**src/hdl/biq_pkg.sv**
```systemverilog
package biq_pkg;

	localparam int COEF_W         = 18;
	localparam int SAMPLE_W       = 16;
	localparam int X_W            = 14;
	localparam int YH_W           = 32;
	localparam int COEF_FRAC_BITS = 16;
	localparam int ACC_W          = 53;
	localparam int IDX_W          = 3;

	typedef logic signed [COEF_W-1:0]   coef_t;
	typedef logic signed [SAMPLE_W-1:0] sample_t;
	typedef logic signed [X_W-1:0]      x_t;
	typedef logic signed [YH_W-1:0]     yh_t;

	typedef struct packed {
		coef_t b0;
		coef_t b1;
		coef_t b2;
		coef_t fb1;
		coef_t fb2;
	} coef_set_t;

	typedef enum logic [IDX_W-1:0] {
		REG_B0  = 3'd0,
		REG_B1  = 3'd1,
		REG_B2  = 3'd2,
		REG_FB1 = 3'd3,
		REG_FB2 = 3'd4
	} reg_idx_t;

	localparam coef_t RST_B0  = 18'sd48591;
	localparam coef_t RST_B1  = -18'sd97182;
	localparam coef_t RST_B2  = 18'sd48591;
	localparam coef_t RST_FB1 = -18'sd92727;
	localparam coef_t RST_FB2 = 18'sd36102;

endpackage

```
**src/hdl/biq_cfg.sv**
```systemverilog
module biq_cfg (
	input  logic                     clk,
	input  logic                     arst_n,
	input  logic                     wr_en,
	input  logic [biq_pkg::IDX_W-1:0] wr_index,
	input  biq_pkg::coef_t           wr_data,
	output biq_pkg::coef_set_t       coefs
);
	import biq_pkg::*;

	coef_set_t coefs_q;

	always_ff @(posedge clk or negedge arst_n) begin
		if (!arst_n) begin
			coefs_q.b0  <= RST_B0;
			coefs_q.b1  <= RST_B1;
			coefs_q.b2  <= RST_B2;
			coefs_q.fb1 <= RST_FB1;
			coefs_q.fb2 <= RST_FB2;
		end else if (wr_en) begin
			unique case (reg_idx_t'(wr_index))
				REG_B0:  coefs_q.b0  <= wr_data;
				REG_B1:  coefs_q.b1  <= wr_data;
				REG_B2:  coefs_q.b2  <= wr_data;
				REG_FB1: coefs_q.fb1 <= wr_data;
				REG_FB2: coefs_q.fb2 <= wr_data;
				default: ;
			endcase
		end
	end

	assign coefs = coefs_q;

endmodule

```
**config.mk**
```make
export PLATFORM = sky130hd
export DESIGN_NAME = biq_cfg
export DESIGN_NICKNAME = d
export VERILOG_FILES = /design/src/hdl/biq_pkg.sv /design/src/hdl/biq_cfg.sv
export SDC_FILE = /design/constraint.sdc
export NUM_CORES = 1
export LEC_CHECK = 0
export BUFFER_PORTS_ARGS = -buffer_cell sky130_fd_sc_hd__buf_4
export CAP_MARGIN = 0
export CORE_MARGIN = 5
export CORE_UTILIZATION = 54
export CTS_CLUSTER_SIZE = 12
export DETAILED_ROUTE_END_ITERATION = 10
export GPL_TIMING_DRIVEN = 0
export PLACE_DENSITY = 0.88
export SLEW_MARGIN = 25
export SYNTH_ARGS = -nofsm -noshare
export SYNTH_HDL_FRONTEND = slang
export SYNTH_SLANG_ARGS = --single-unit
export TNS_END_PERCENT = 5
```
**constraint.sdc**
```tcl
create_clock -name clk -period 1.77 [get_ports clk]
set_input_delay 0 -clock clk [delete_from_list [all_inputs] [get_ports clk]]
set_output_delay 0 -clock clk [all_outputs]
set_load 0.02 [all_outputs]
```
==> results of run 1 <==
==> layout by cell type (no fill, tap or decap) <==
cell,Yosys,routed
and4bb_2,2,2
buf_4,2,115
clkbuf_1,0,2
bufinv_16,0,3
dfrtp_1,45,45
buf_6,3,3
dfstp_2,45,45
buf_2,3,3
clkinv_4,0,1
nor4bb_1,1,1
nor4b_4,1,1
mux2_2,90,90
nand4b_2,1,1
buf_12,0,1
dlygate4sd3_1,0,19
clkbuf_8,0,10
==> worst max-delay path by stage <==
| stage | from | endpoint | depth (start not counted) |
|---|---|---|---|
| after floorplan | wr_index[0] | coefs[76] | 3 |
| after CTS | wr_index[0] | coefs[89] | 4 |
| after global placement | wr_index[0] | coefs[88] | 4 |
| final | wr_index[0] | coefs[76] | 4 |
| after global routing | wr_index[0] | coefs[89] | 4 |
| after detailed placement | wr_index[0] | coefs[88] | 4 |
==> kinds of logic after synthesis <==
| group | synth area share (%) |
|---|---|
| simple gates | 2.13 |
| mux | 29.3 |
| buf+inv | 1.84 |
| flops | 66.7 |
==> stage by stage <==
step	util, %	setup slack, ns	hold WS [ns]	instance area, um^2
floorplan	-	0.618	-0.296	3460
global placement	70.2	0.200	0.254	4400
detailed placement	70.5	0.192	0.0287	4420
CTS	77.4	0.555	0.104	4860
global route	77.4	0.517	0.110	4860
finish	77.4	0.556	0.119	4860
==> report_power, final <==
group,leakage [nW],switching (W),internal [W]
Combinational,1.06,0.00102,0.000975
Clock,0.121,0.000671,0.000981
Sequential,1.01,0.000254,0.00267
Total,2.20,0.00194,0.00463
==> worst max-delay path, cell delays in order <==
cell	delay, ns
buf_4	0.13
nor4b_4	0.69
buf_6	0.27
mux2_2	0.35
==> area by class of cell <==
cell class / instances / area, um^2
Buffer: 8 / 63.8
Clock buffer: 12 / 145
Clock inverter: 4 / 98.8
Fill cell: 377 / 1420
Multi-Input combinational cell: 95 / 1090
Sequential cell: 90 / 2310
Tap cell: 77 / 96.3
Timing Repair Buffer: 133 / 1060
==> repair_timing <==
item                                   4_1_cts  5_1_grt
gates resized for setup                      0        0
hold buffers                                19        0
endpoints found under the hold margin      116        0
==> per-layer routing <==
layer | GRT usage (%) | share of wire (%)
met3 | 8.26 | 9.8
met1 | 23.7 | 40
met2 | 32.0 | 49
met4 | 6.82 | 1.2
met5 | 0 | 0
==> summary.md, run 1 <==
| Metric | Value |
|---|---|
| Post-synth EDFFs | `0` |
| Num Clock Sinks | `90` |
| R2R depth | `1` |
| Fin Setup TNS | `0 ns` |
| Seq/Total Area, Yosys | `66.7%` |
| Critical path peak fanout | `10` |
| Dpl cells | `384` |
| Worst skew pair latency | `0.34 ns` |
| Final ANT Viol Nets | `0` |
| Full die area | `8110 um^2` |
| Tmin final | `1.21 ns` |
| Area contributors post-synth | `dfstp_2 (34%), dfrtp_1 (33%), mux2_2 (29%), buf_6 (0.98%), and4bb_2 (0.72%)` |
| Period utilization | `68.6%` |
| Power Dens Cells | `1350 nW/um^2` |
| Asr flop ratio synth | `100%` |
| Number of flip-flops in the largest register | `90` |
| Area leader, netlist | `dfstp_2` |
| P&R area growth vs syn | `40.4%` |
| H-Tree Depth | `3` |
| Data arrival time of the worst path | `1.44 ns` |
| Fmax | `824 MHz` |
| Number of I/O pins | `114` |
| Number of remaining DRC errors | `0` |
| Hold Path Sink | `coefs[82]` |
| Worst setup path class | `input port to flip-flop` |
| Leakage | `2.20 nW` |
| Root buffer cell | `clkbuf_8` |
| Rows | `29` |
| Status | `finished clean` |
| Count of final hold-check violations | `0` |
| R2r setup slk | `0.98 ns` |
| Via count | `2,180` |
| Worst hold start | `wr_index[2]` |
| Final Power | `0.00657 W` |
| Count leader, synth | `mux2_2` |
| Die H | `90.0 um` |
| Vias in the first global route | `2,381` |
| Slew margin rel. | `50.4%` |
| Slew Viols, Final | `0` |
| Clk buf depth | `2` |
| DR WL/cell | `18.6 um` |
| RSZ-0062 raised after global routing | `no` |
| Worst Hold Depth | `3` |
| Nets | `361` |
| Final Non-Filler Cells | `419` |
| Hold Crit Class | `input port to flip-flop` |
| CP endpoint kind | `flip-flop` |
| CTS tree | `yes` |
| R2r startpoint | `coefs[31]` |
| Initial DRC count | `60` |
| First-pass GRT wire length | `12,900 um` |
| Commonest cells post-synth | `mux2_2 (90), dfrtp_1 (45), dfstp_2 (45)` |
| Reg-to-Reg End | `coefs[31]` |
| Core area | `6280 um^2` |
| Share of cells above drive strength 1 | `80.4%` |
| Post-synth top area share | `34.2%` |
| CTS Buf Count | `9` |
| TritonRoute pass-1 iters | `4` |
| Syn_nets | `217` |
| Die W | `90.0 um` |
| Total gr overflow | `0` |
| Vias per std cell | `5.20` |
| # setup viols final | `0` |
| Global-route usage over all layers | `19.7%` |
| Hpwl dp | `5420 um` |
| Primary FF master, synth | `dfstp_2` |
| Worst clock skew | `0 ns` |
| Syn Inst Count | `193` |
| Netlist cell types | `10` |
| Flops & latches, synth | `90` |
| Largest net degree at the start of global routing | `47` |
| WL final | `7780 um` |
| WP data required | `2.00 ns` |
| Antenna Cells | `0` |
| Worst-path clk slew | `0.08 ns` |
| Antenna violations before repair | `0` |
| YS warnings | `0` |
| Placer congestion estimate | `0.744` |
| Syn avg cell area | `17.9 um^2` |
| Mapped Area | `3460 um^2` |
| PortBufs | `113` |
| Critical path launch point type | `input port` |
| Actual slew at the worst max-slew pin | `0.740 ns` |
| Post CTS Setup Buffer Count | `0` |
| Max-cap violations | `0` |
| Worst vdd ir | `0.843 mV` |
| Starting Density | `55.1%` |
Note: power is estimated with default switching activity, not from simulation.
==> inputs of run 2 (changes only) <==
--- a/config.mk
+++ b/config.mk
@@ -5,14 +5,15 @@
 export SDC_FILE = /design/constraint.sdc
 export NUM_CORES = 1
 export LEC_CHECK = 0
+export ABC_AREA = 1
 export BUFFER_PORTS_ARGS = -buffer_cell sky130_fd_sc_hd__buf_4
 export CAP_MARGIN = 0
 export CORE_MARGIN = 5
-export CORE_UTILIZATION = 54
+export CORE_UTILIZATION = 51
 export CTS_CLUSTER_SIZE = 12
 export DETAILED_ROUTE_END_ITERATION = 10
 export GPL_TIMING_DRIVEN = 0
-export PLACE_DENSITY = 0.88
+export PLACE_DENSITY = 0.82
 export SLEW_MARGIN = 25
 export SYNTH_ARGS = -nofsm -noshare
 export SYNTH_HDL_FRONTEND = slang
==> constraint.sdc (replaced) <==
create_clock -name clk -period 1.3 [get_ports clk]
set_input_delay 0 -clock clk [delete_from_list [all_inputs] [get_ports clk]]
set_output_delay 0 -clock clk [all_outputs]
set_load 0.02 [all_outputs]
==> run 2 against run 1 <==
Global-route usage up 3.8 points. Cell area grew 5.6%. Synthesized area rose by 7.9%. Power increased by 21%. First-iteration DRC count up 130%. Critical path depth grew 4. Critical path type unchanged.
==> summary.md, run 2 <==
| Metric | Value |
|---|---|
| Post-synthesis xor/xnor area fraction | `0% (unchanged)` |
| Commonest cells after routing, fill and taps aside | `nand2_1 (201), buf_4 (119), nand3_1 (72)` |
| Simple-gate area share of the yosys netlist | `32.7% (+31 points)` |
| Commonest non-fill, non-tap cell in the layout | `nand2_1` |
| Comb pwr share | `30.7% (+0.4 points)` |
| Slew Viols, Final | `0 (unchanged)` |
| TritonRoute pass-1 iters | `5 (+1)` |
| Nets | `569 (+58%)` |
| Cell area after placement | `4740 um^2 (+7.2%)` |
| Worst vdd ir | `0.883 mV (+4.8%)` |
| Worst skew pair latency | `0.34 ns (about the same)` |
| Busiest grt layer | `met2` |
| Hold Crit Class | `input port to asynchronous set/reset pin` |
| Slew margin rel. | `79.5% (+29 points)` |
| Vias in the first global route | `3,270 (+37%)` |
| Dpl cells | `612 (+59%)` |
| Starting Density | `52.0% (-3.1 points)` |
| Area contributors post-synth | `dfstp_2 (32%), dfrtp_1 (30%), nand2_1 (20%), nand3_1 (9.7%), buf_6 (3.0%)` |
| Worst setup path class | `input port to flip-flop` |
| Full die area | `9130 um^2 (+13%)` |
| Seq pwr share | `48.1% (+3.5 points)` |
| R2R depth | `2 (+1)` |
| WP data required | `1.54 ns (-0.46 ns)` |
| Worst-path clk slew | `0.09 ns (about the same)` |
| Antenna Cells | `0 (unchanged)` |
| Clock power share | `21.2% (-3.9 points)` |
| Placer congestion estimate | `0.848 (+14%)` |
| Root buffer cell | `clkbuf_8` |
| H-Tree Depth | `3 (unchanged)` |
| Critical path launch point type | `input port` |
| Mux cell area share after synthesis | `0% (-29 points)` |
| Number of flip-flops in the largest register | `90 (unchanged)` |
| Primary FF master, synth | `dfstp_2` |
| First-pass GRT wire length | `16,300 um (+27%)` |
| Count of final hold-check violations | `0 (unchanged)` |
| CP delay by family, top | `buffers and inverters` |
| Data arrival time of the worst path | `1.45 ns (about the same)` |
| Final Cell Area | `5130 um^2 (+5.6%)` |
| CTS tree | `yes` |
| Period utilization | `93.0%` |
| RSZ-0062 raised after global routing | `no` |
| Asr flop ratio synth | `100% (unchanged)` |
| Critical path peak fanout | `10 (unchanged)` |
| Count leader, synth | `nand2_1` |
| Initial DRC count | `135 (+130%)` |
| Core area | `7180 um^2 (+14%)` |
| Post-synth EDFFs | `0 (unchanged)` |
| Fin Setup TNS | `0 ns (unchanged)` |
| Largest family of logic cells by synthesized area | `simple AND/OR/NAND/NOR gates` |
| CP endpoint kind | `flip-flop` |
| DR WL/cell | `15.6 um (-16%)` |
| Switching Fraction | `33.6% (+4.1 points)` |
| Largest net degree at the start of global routing | `45 (-4.3%)` |
| Post-synth top area share | `31.7% (-2.5 points)` |
| Share of cells above drive strength 1 | `37.3% (-43 points)` |
| Netlist cell types | `15 (+5)` |
| Max-cap violations | `0 (unchanged)` |
| Power Dens Cells | `1550 nW/um^2 (+15%)` |
| Worst clock skew | `0 ns (unchanged)` |
| Die W | `95.5 um (+6.1%)` |
| Global-route usage over all layers | `23.5% (+3.8 points)` |
| Number of remaining DRC errors | `0 (unchanged)` |
| Status | `finished clean` |
| GR met3 Demand/Resource | `6.24% (-2.0 points)` |
| Worst path slowest cell | `dlygate4sd3_1` |
| Actual slew at the worst max-slew pin | `0.307 ns (-0.434 ns)` |
| P&R area growth vs syn | `37.4%` |
| Worst-path cell chain | `dlygate4sd3_1, buf_4, nor2_1, buf_4, nand2_8, buf_6, nand2_1, nand2_1` |
| CP Buf/Inv Count | `4 (+2)` |
| Antenna violations before repair | `0 (unchanged)` |
| Area leader, netlist | `dfstp_2` |
| Mapped Area | `3730 um^2 (+7.9%)` |
| Clk buf depth | `2 (unchanged)` |
| Adder-Cell Fraction of Synth Area | `0% (unchanged)` |
| CTS Buf Count | `9 (unchanged)` |
| Die H | `95.5 um (+6.1%)` |
| PortBufs | `113 (unchanged)` |
| Commonest cells post-synth | `nand2_1 (201), nand3_1 (72), dfrtp_1 (45), dfstp_2 (45), buf_6 (10)` |
| Post_cts resized | `0 (unchanged)` |
| Flops & latches, synth | `90 (unchanged)` |
| Syn_nets | `422 (+94%)` |
| Tmin final | `1.21 ns` |
| Via count | `3,266 (+50%)` |
| # setup viols final | `0 (unchanged)` |
| Psw | `0.00268 W (+38%)` |
| Critical Path Max Stage Delay | `0.54 ns (-0.15 ns)` |
| YS warnings | `0 (unchanged)` |
| Total gr overflow | `0 (unchanged)` |
| Final worst setup slack | `0.0912 ns (-0.465 ns)` |
| Filler cell count | `550 (+46%)` |
| Vias per std cell | `5.03 (-3.3%)` |
| Syn Inst Count | `398 (+110%)` |
| Met1 Use GR | `29.4% (+5.7 points)` |
| Int Pwr | `0.00529 W (+14%)` |
| Number of I/O pins | `114 (unchanged)` |
| Seq/Total Area, Yosys | `61.9% (-4.9 points)` |
| Hpwl dp | `7370 um (+36%)` |
| Complex-gate fraction of the synthesized area | `0% (unchanged)` |
| Syn avg cell area | `9.38 um^2 (-48%)` |
| Num Clock Sinks | `90 (unchanged)` |
| Final ANT Viol Nets | `0 (unchanged)` |
| Fmax | `827 MHz` |
| GR Util met2 | `40.0% (+8.0 points)` |
| Number of stages on the worst setup path | `8 (+4)` |
| Rows | `31 (+6.9%)` |
| WL final | `10,100 um (+30%)` |
| Final Power | `0.00797 W (+21%)` |
| Final Non-Filler Cells | `649 (+55%)` |
| Setup slack at placement | `0.284 ns (+0.0914 ns)` |
| Leakage | `2.72 nW (+24%)` |
[run 2: final timing paths]
| check | startpoint | end | slack, ns |
|---|---|---|---|
| max | wr_index[0] | coefs[77] | 0.09 |
| min in group clk | wr_en | coefs[18] | 0.05 |
| max in group asynchronous | arst_n | coefs[42] | 0.46 |
| min | arst_n | coefs[50] | 0.05 |
| max reg2reg | coefs[24] | coefs[24] | 0.57 |
| min reg2reg | coefs[10] | coefs[10] | 0.47 |
[run 2: cells by family after synthesis]
group	Yosys count
buffers and inverters	25
DFF	90
and+or+nand+nor	283
[run 2: metal layers]
| metal | up-vias | part of all wire (%) |
|---|---|---|
| met5 | - | 0 |
| met4 | 0 | 1.5 |
| met3 | 10 | 9.5 |
| met2 | 133 | 48 |
| met1 | 1573 | 41 |
| li1 | 1550 | - |
[run 2: power groups by stage]
| stage | sequential [W] | combinational (W) | clock, W |
|---|---|---|---|
| 6_report | 0.00384 | 0.00244 | 0.00169 |
| 5_1_grt | 0.00390 | 0.00264 | 0.00185 |
| 4_1_cts | 0.00383 | 0.00247 | 0.00172 |
| 3_5_place_dp | 0.00387 | 0.00242 | 0 |
| 3_3_place_gp | 0.00386 | 0.00234 | 0 |
| 2_1_floorplan | 0.00451 | 0.000547 | 0 |
[run 2: final cells by class]
cell class / instances / area (um^2) / area share (%)
multi-input cells: 283 / 1220 / 23.8
clock inverters: 3 / 25.0 / 0.488
inverters: 6 / 22.5 / 0.439
repair buffers: 136 / 1100 / 21.4
clock buffers: 13 / 149 / 2.90
well taps: 99 / 124 / 2.42
flip-flops and latches: 90 / 2310 / 45.0
plain buffers: 19 / 183 / 3.56
[run 2: metrics by stage]
step | hold slack [ns] | util [%]
2_1_floorplan | -0.296 | -
3_3_place_gp | 0.248 | 65.6
3_5_place_dp | -0.126 | 66.1
4_1_cts | 0.0411 | 71.5
5_1_grt | 0.0518 | 71.5
6_report | 0.0463 | 71.5
[run 2: what timing repair did]
| item | in CTS | in global routing |
|---|---|---|
| buffers inserted | 0 | 0 |
| hold buffers | 21 | 0 |
| hold endpoints to repair | 127 | 0 |
==> inputs of run 3 (changes only) <==
--- a/config.mk
+++ b/config.mk
@@ -7,7 +7,7 @@
 export LEC_CHECK = 0
 export ABC_AREA = 1
 export BUFFER_PORTS_ARGS = -buffer_cell sky130_fd_sc_hd__buf_4
-export CAP_MARGIN = 0
+export CAP_MARGIN = 20
 export CORE_MARGIN = 5
 export CORE_UTILIZATION = 51
 export CTS_CLUSTER_SIZE = 12
==> constraint.sdc (replaced) <==
create_clock -name clk -period 1.3 [get_ports clk]
set_input_delay 0.13 -clock clk [delete_from_list [all_inputs] [get_ports clk]]
set_output_delay 0.13 -clock clk [all_outputs]
set_load 0.02 [all_outputs]
==> run 3 against run 2 <==
Sequential power is essentially flat. Combinational power shrank 2%. Die area is the same. Critical path depth shrank 7. Largest cell class unchanged.
==> summary.md, run 3 (same netlist as run 2, synthesis figures left out) <==
| Metric | Value |
|---|---|
| Die H | `95.5 um (unchanged)` |
| Post_cts resized | `0 (unchanged)` |
| Core area | `7180 um^2 (unchanged)` |
| Via count | `3,176 (-2.8%)` |
| Status | `finished clean` |
| CTS Buf Count | `9 (unchanged)` |
| Initial DRC count | `120 (-11%)` |
| Tmin final | `1.18 ns (-0.0335 ns)` |
| CP delay by family, top | `flip-flops` |
| Fmax | `851 MHz (+2.8%)` |
| Rows | `31 (unchanged)` |
| Max-cap violations | `0 (unchanged)` |
| Data arrival time of the worst path | `1.05 ns (-0.40 ns)` |
| TritonRoute pass-1 iters | `4 (-1)` |
| Placer congestion estimate | `0.848 (unchanged)` |
| WP data required | `1.17 ns (-0.37 ns)` |
| Clk buf depth | `2 (unchanged)` |
| Final ANT Viol Nets | `0 (unchanged)` |
| Leakage | `2.64 nW (-3.1%)` |
| Critical Path Max Stage Delay | `0.55 ns (about the same)` |
| WL final | `9750 um (-3.8%)` |
| Hold Crit Class | `input port to flip-flop` |
| Worst-path clk slew | `0.09 ns (about the same)` |
| Worst skew pair latency | `0.35 ns (about the same)` |
| Die W | `95.5 um (unchanged)` |
| Commonest cells after routing, fill and taps aside | `nand2_1 (201), buf_4 (119), nand3_1 (72)` |
| Worst vdd ir | `0.928 mV (+5.1%)` |
| Number of I/O pins | `114 (unchanged)` |
| Post CTS Setup Buffer Count | `0 (unchanged)` |
| Root buffer cell | `clkbuf_8` |
| H-Tree Depth | `3 (unchanged)` |
| Vias in the first global route | `3,150 (-3.7%)` |
| Worst path slowest cell | `dfstp_2` |
| Vias per std cell | `5.05 (+0.34%)` |
| Antenna violations before repair | `0 (unchanged)` |
| Share of cells above drive strength 1 | `38.7% (+1.4 points)` |
| Worst-path cell chain | `buf_4` |
| Critical path peak fanout | `2 (-8)` |
| Worst setup path class | `flip-flop to primary output` |
| Actual slew at the worst max-slew pin | `0.305 ns (-0.00136 ns)` |
| Num Clock Sinks | `90 (unchanged)` |
| # setup viols final | `0 (unchanged)` |
| Number of flip-flops in the largest register | `90 (unchanged)` |
| Commonest non-fill, non-tap cell in the layout | `nand2_1` |
| Hold buffer count at cts | `1 (-95%)` |
| Largest net degree at the start of global routing | `45 (unchanged)` |
| Worst clock skew | `0 ns (unchanged)` |
| Power Dens Cells | `1600 nW/um^2 (+3.2%)` |
| Fin Hold WS | `0.0103 ns (-0.0360 ns)` |
| CP endpoint kind | `primary output` |
| Critical path launch point type | `flip-flop` |
| Slew Viols, Final | `0 (unchanged)` |
| CTS tree | `yes` |
| First-pass GRT wire length | `15,800 um (-3.3%)` |
| Hpwl dp | `7370 um (unchanged)` |
| Full die area | `9130 um^2 (unchanged)` |
| PortBufs | `113 (unchanged)` |
| Global-route usage over all layers | `22.6% (-0.85 points)` |
| Antenna Cells | `0 (unchanged)` |
| Total gr overflow | `0 (unchanged)` |
| Starting Density | `52.0% (unchanged)` |
| DR WL/cell | `15.5 um (-0.71%)` |
| CP Buf/Inv Count | `1 (-3)` |
| Period utilization | `90.4% (-2.6 points)` |
| Count of final hold-check violations | `0 (unchanged)` |
| Slew margin rel. | `79.6% (+0.091 points)` |
| RSZ-0062 raised after global routing | `no` |
| Nets | `549 (-3.5%)` |
| Fin Setup TNS | `0 ns (unchanged)` |
| P&R area growth vs syn | `32.0%` |
| Number of remaining DRC errors | `0 (unchanged)` |
[run 3: changes by cell type in the layout (fill, tap and decap cells not counted), sizes merged]
cell,change
dlygate4sd3,-20
[run 3: area by class of cell]
type                       count  area, um^2
timing repair buffer         116         898
fill                         581        2250
tap                           99         124
buffer                        19         183
multi-input combinational    283        1220
sequential                    90        2310
clock inverter                 3        25.0
inverter                       6        22.5
clock buffer                  13         149
[run 3: per-stage QoR]
stage / setup slack (ns) / cells / total power, W / area [um^2] / util (%)
2_1_floorplan: 0.392 / 398 / 0.00506 / 3730 / -
3_3_place_gp: 0.190 / 610 / 0.00620 / 4700 / 65.6
3_5_place_dp: 0.154 / 612 / 0.00628 / 4740 / 66.1
4_1_cts: 0.117 / 629 / 0.00797 / 4930 / 68.7
5_1_grt: 0.0884 / 629 / 0.00833 / 4930 / 68.7
6_report: 0.125 / 629 / 0.00790 / 4930 / 68.7
[run 3: power by group]
group / internal, W / switching, W
Clock: 0.000757 / 0.000924
Combinational: 0.000975 / 0.00141
Sequential: 0.00352 / 0.000322
[run 3: metal layers]
metal  part of all wire [%]  vias to the layer above  global-route usage (%)
met2                     47                      114                    37.9
met3                    9.5                       13                    6.95
met4                    1.5                        0                    6.04
li1                       -                     1510                       -
met5                      0                        -                       0
met1                     42                     1539                    28.6
[run 3: path summary, 6_finish.rpt]
check / slack (ns) / cells after the start / startpoint / to
max in group asynchronous: 0.34 / 4 / arst_n / coefs[42]
min: 0.01 / 3 / wr_data[15] / coefs[33]
min in group asynchronous: 0.17 / 2 / arst_n / coefs[50]
max: 0.12 / 1 / coefs[46] / coefs[46]
max reg2reg: 0.57 / 2 / coefs[24] / coefs[24]
min reg2reg: 0.46 / 2 / coefs[10] / coefs[10]
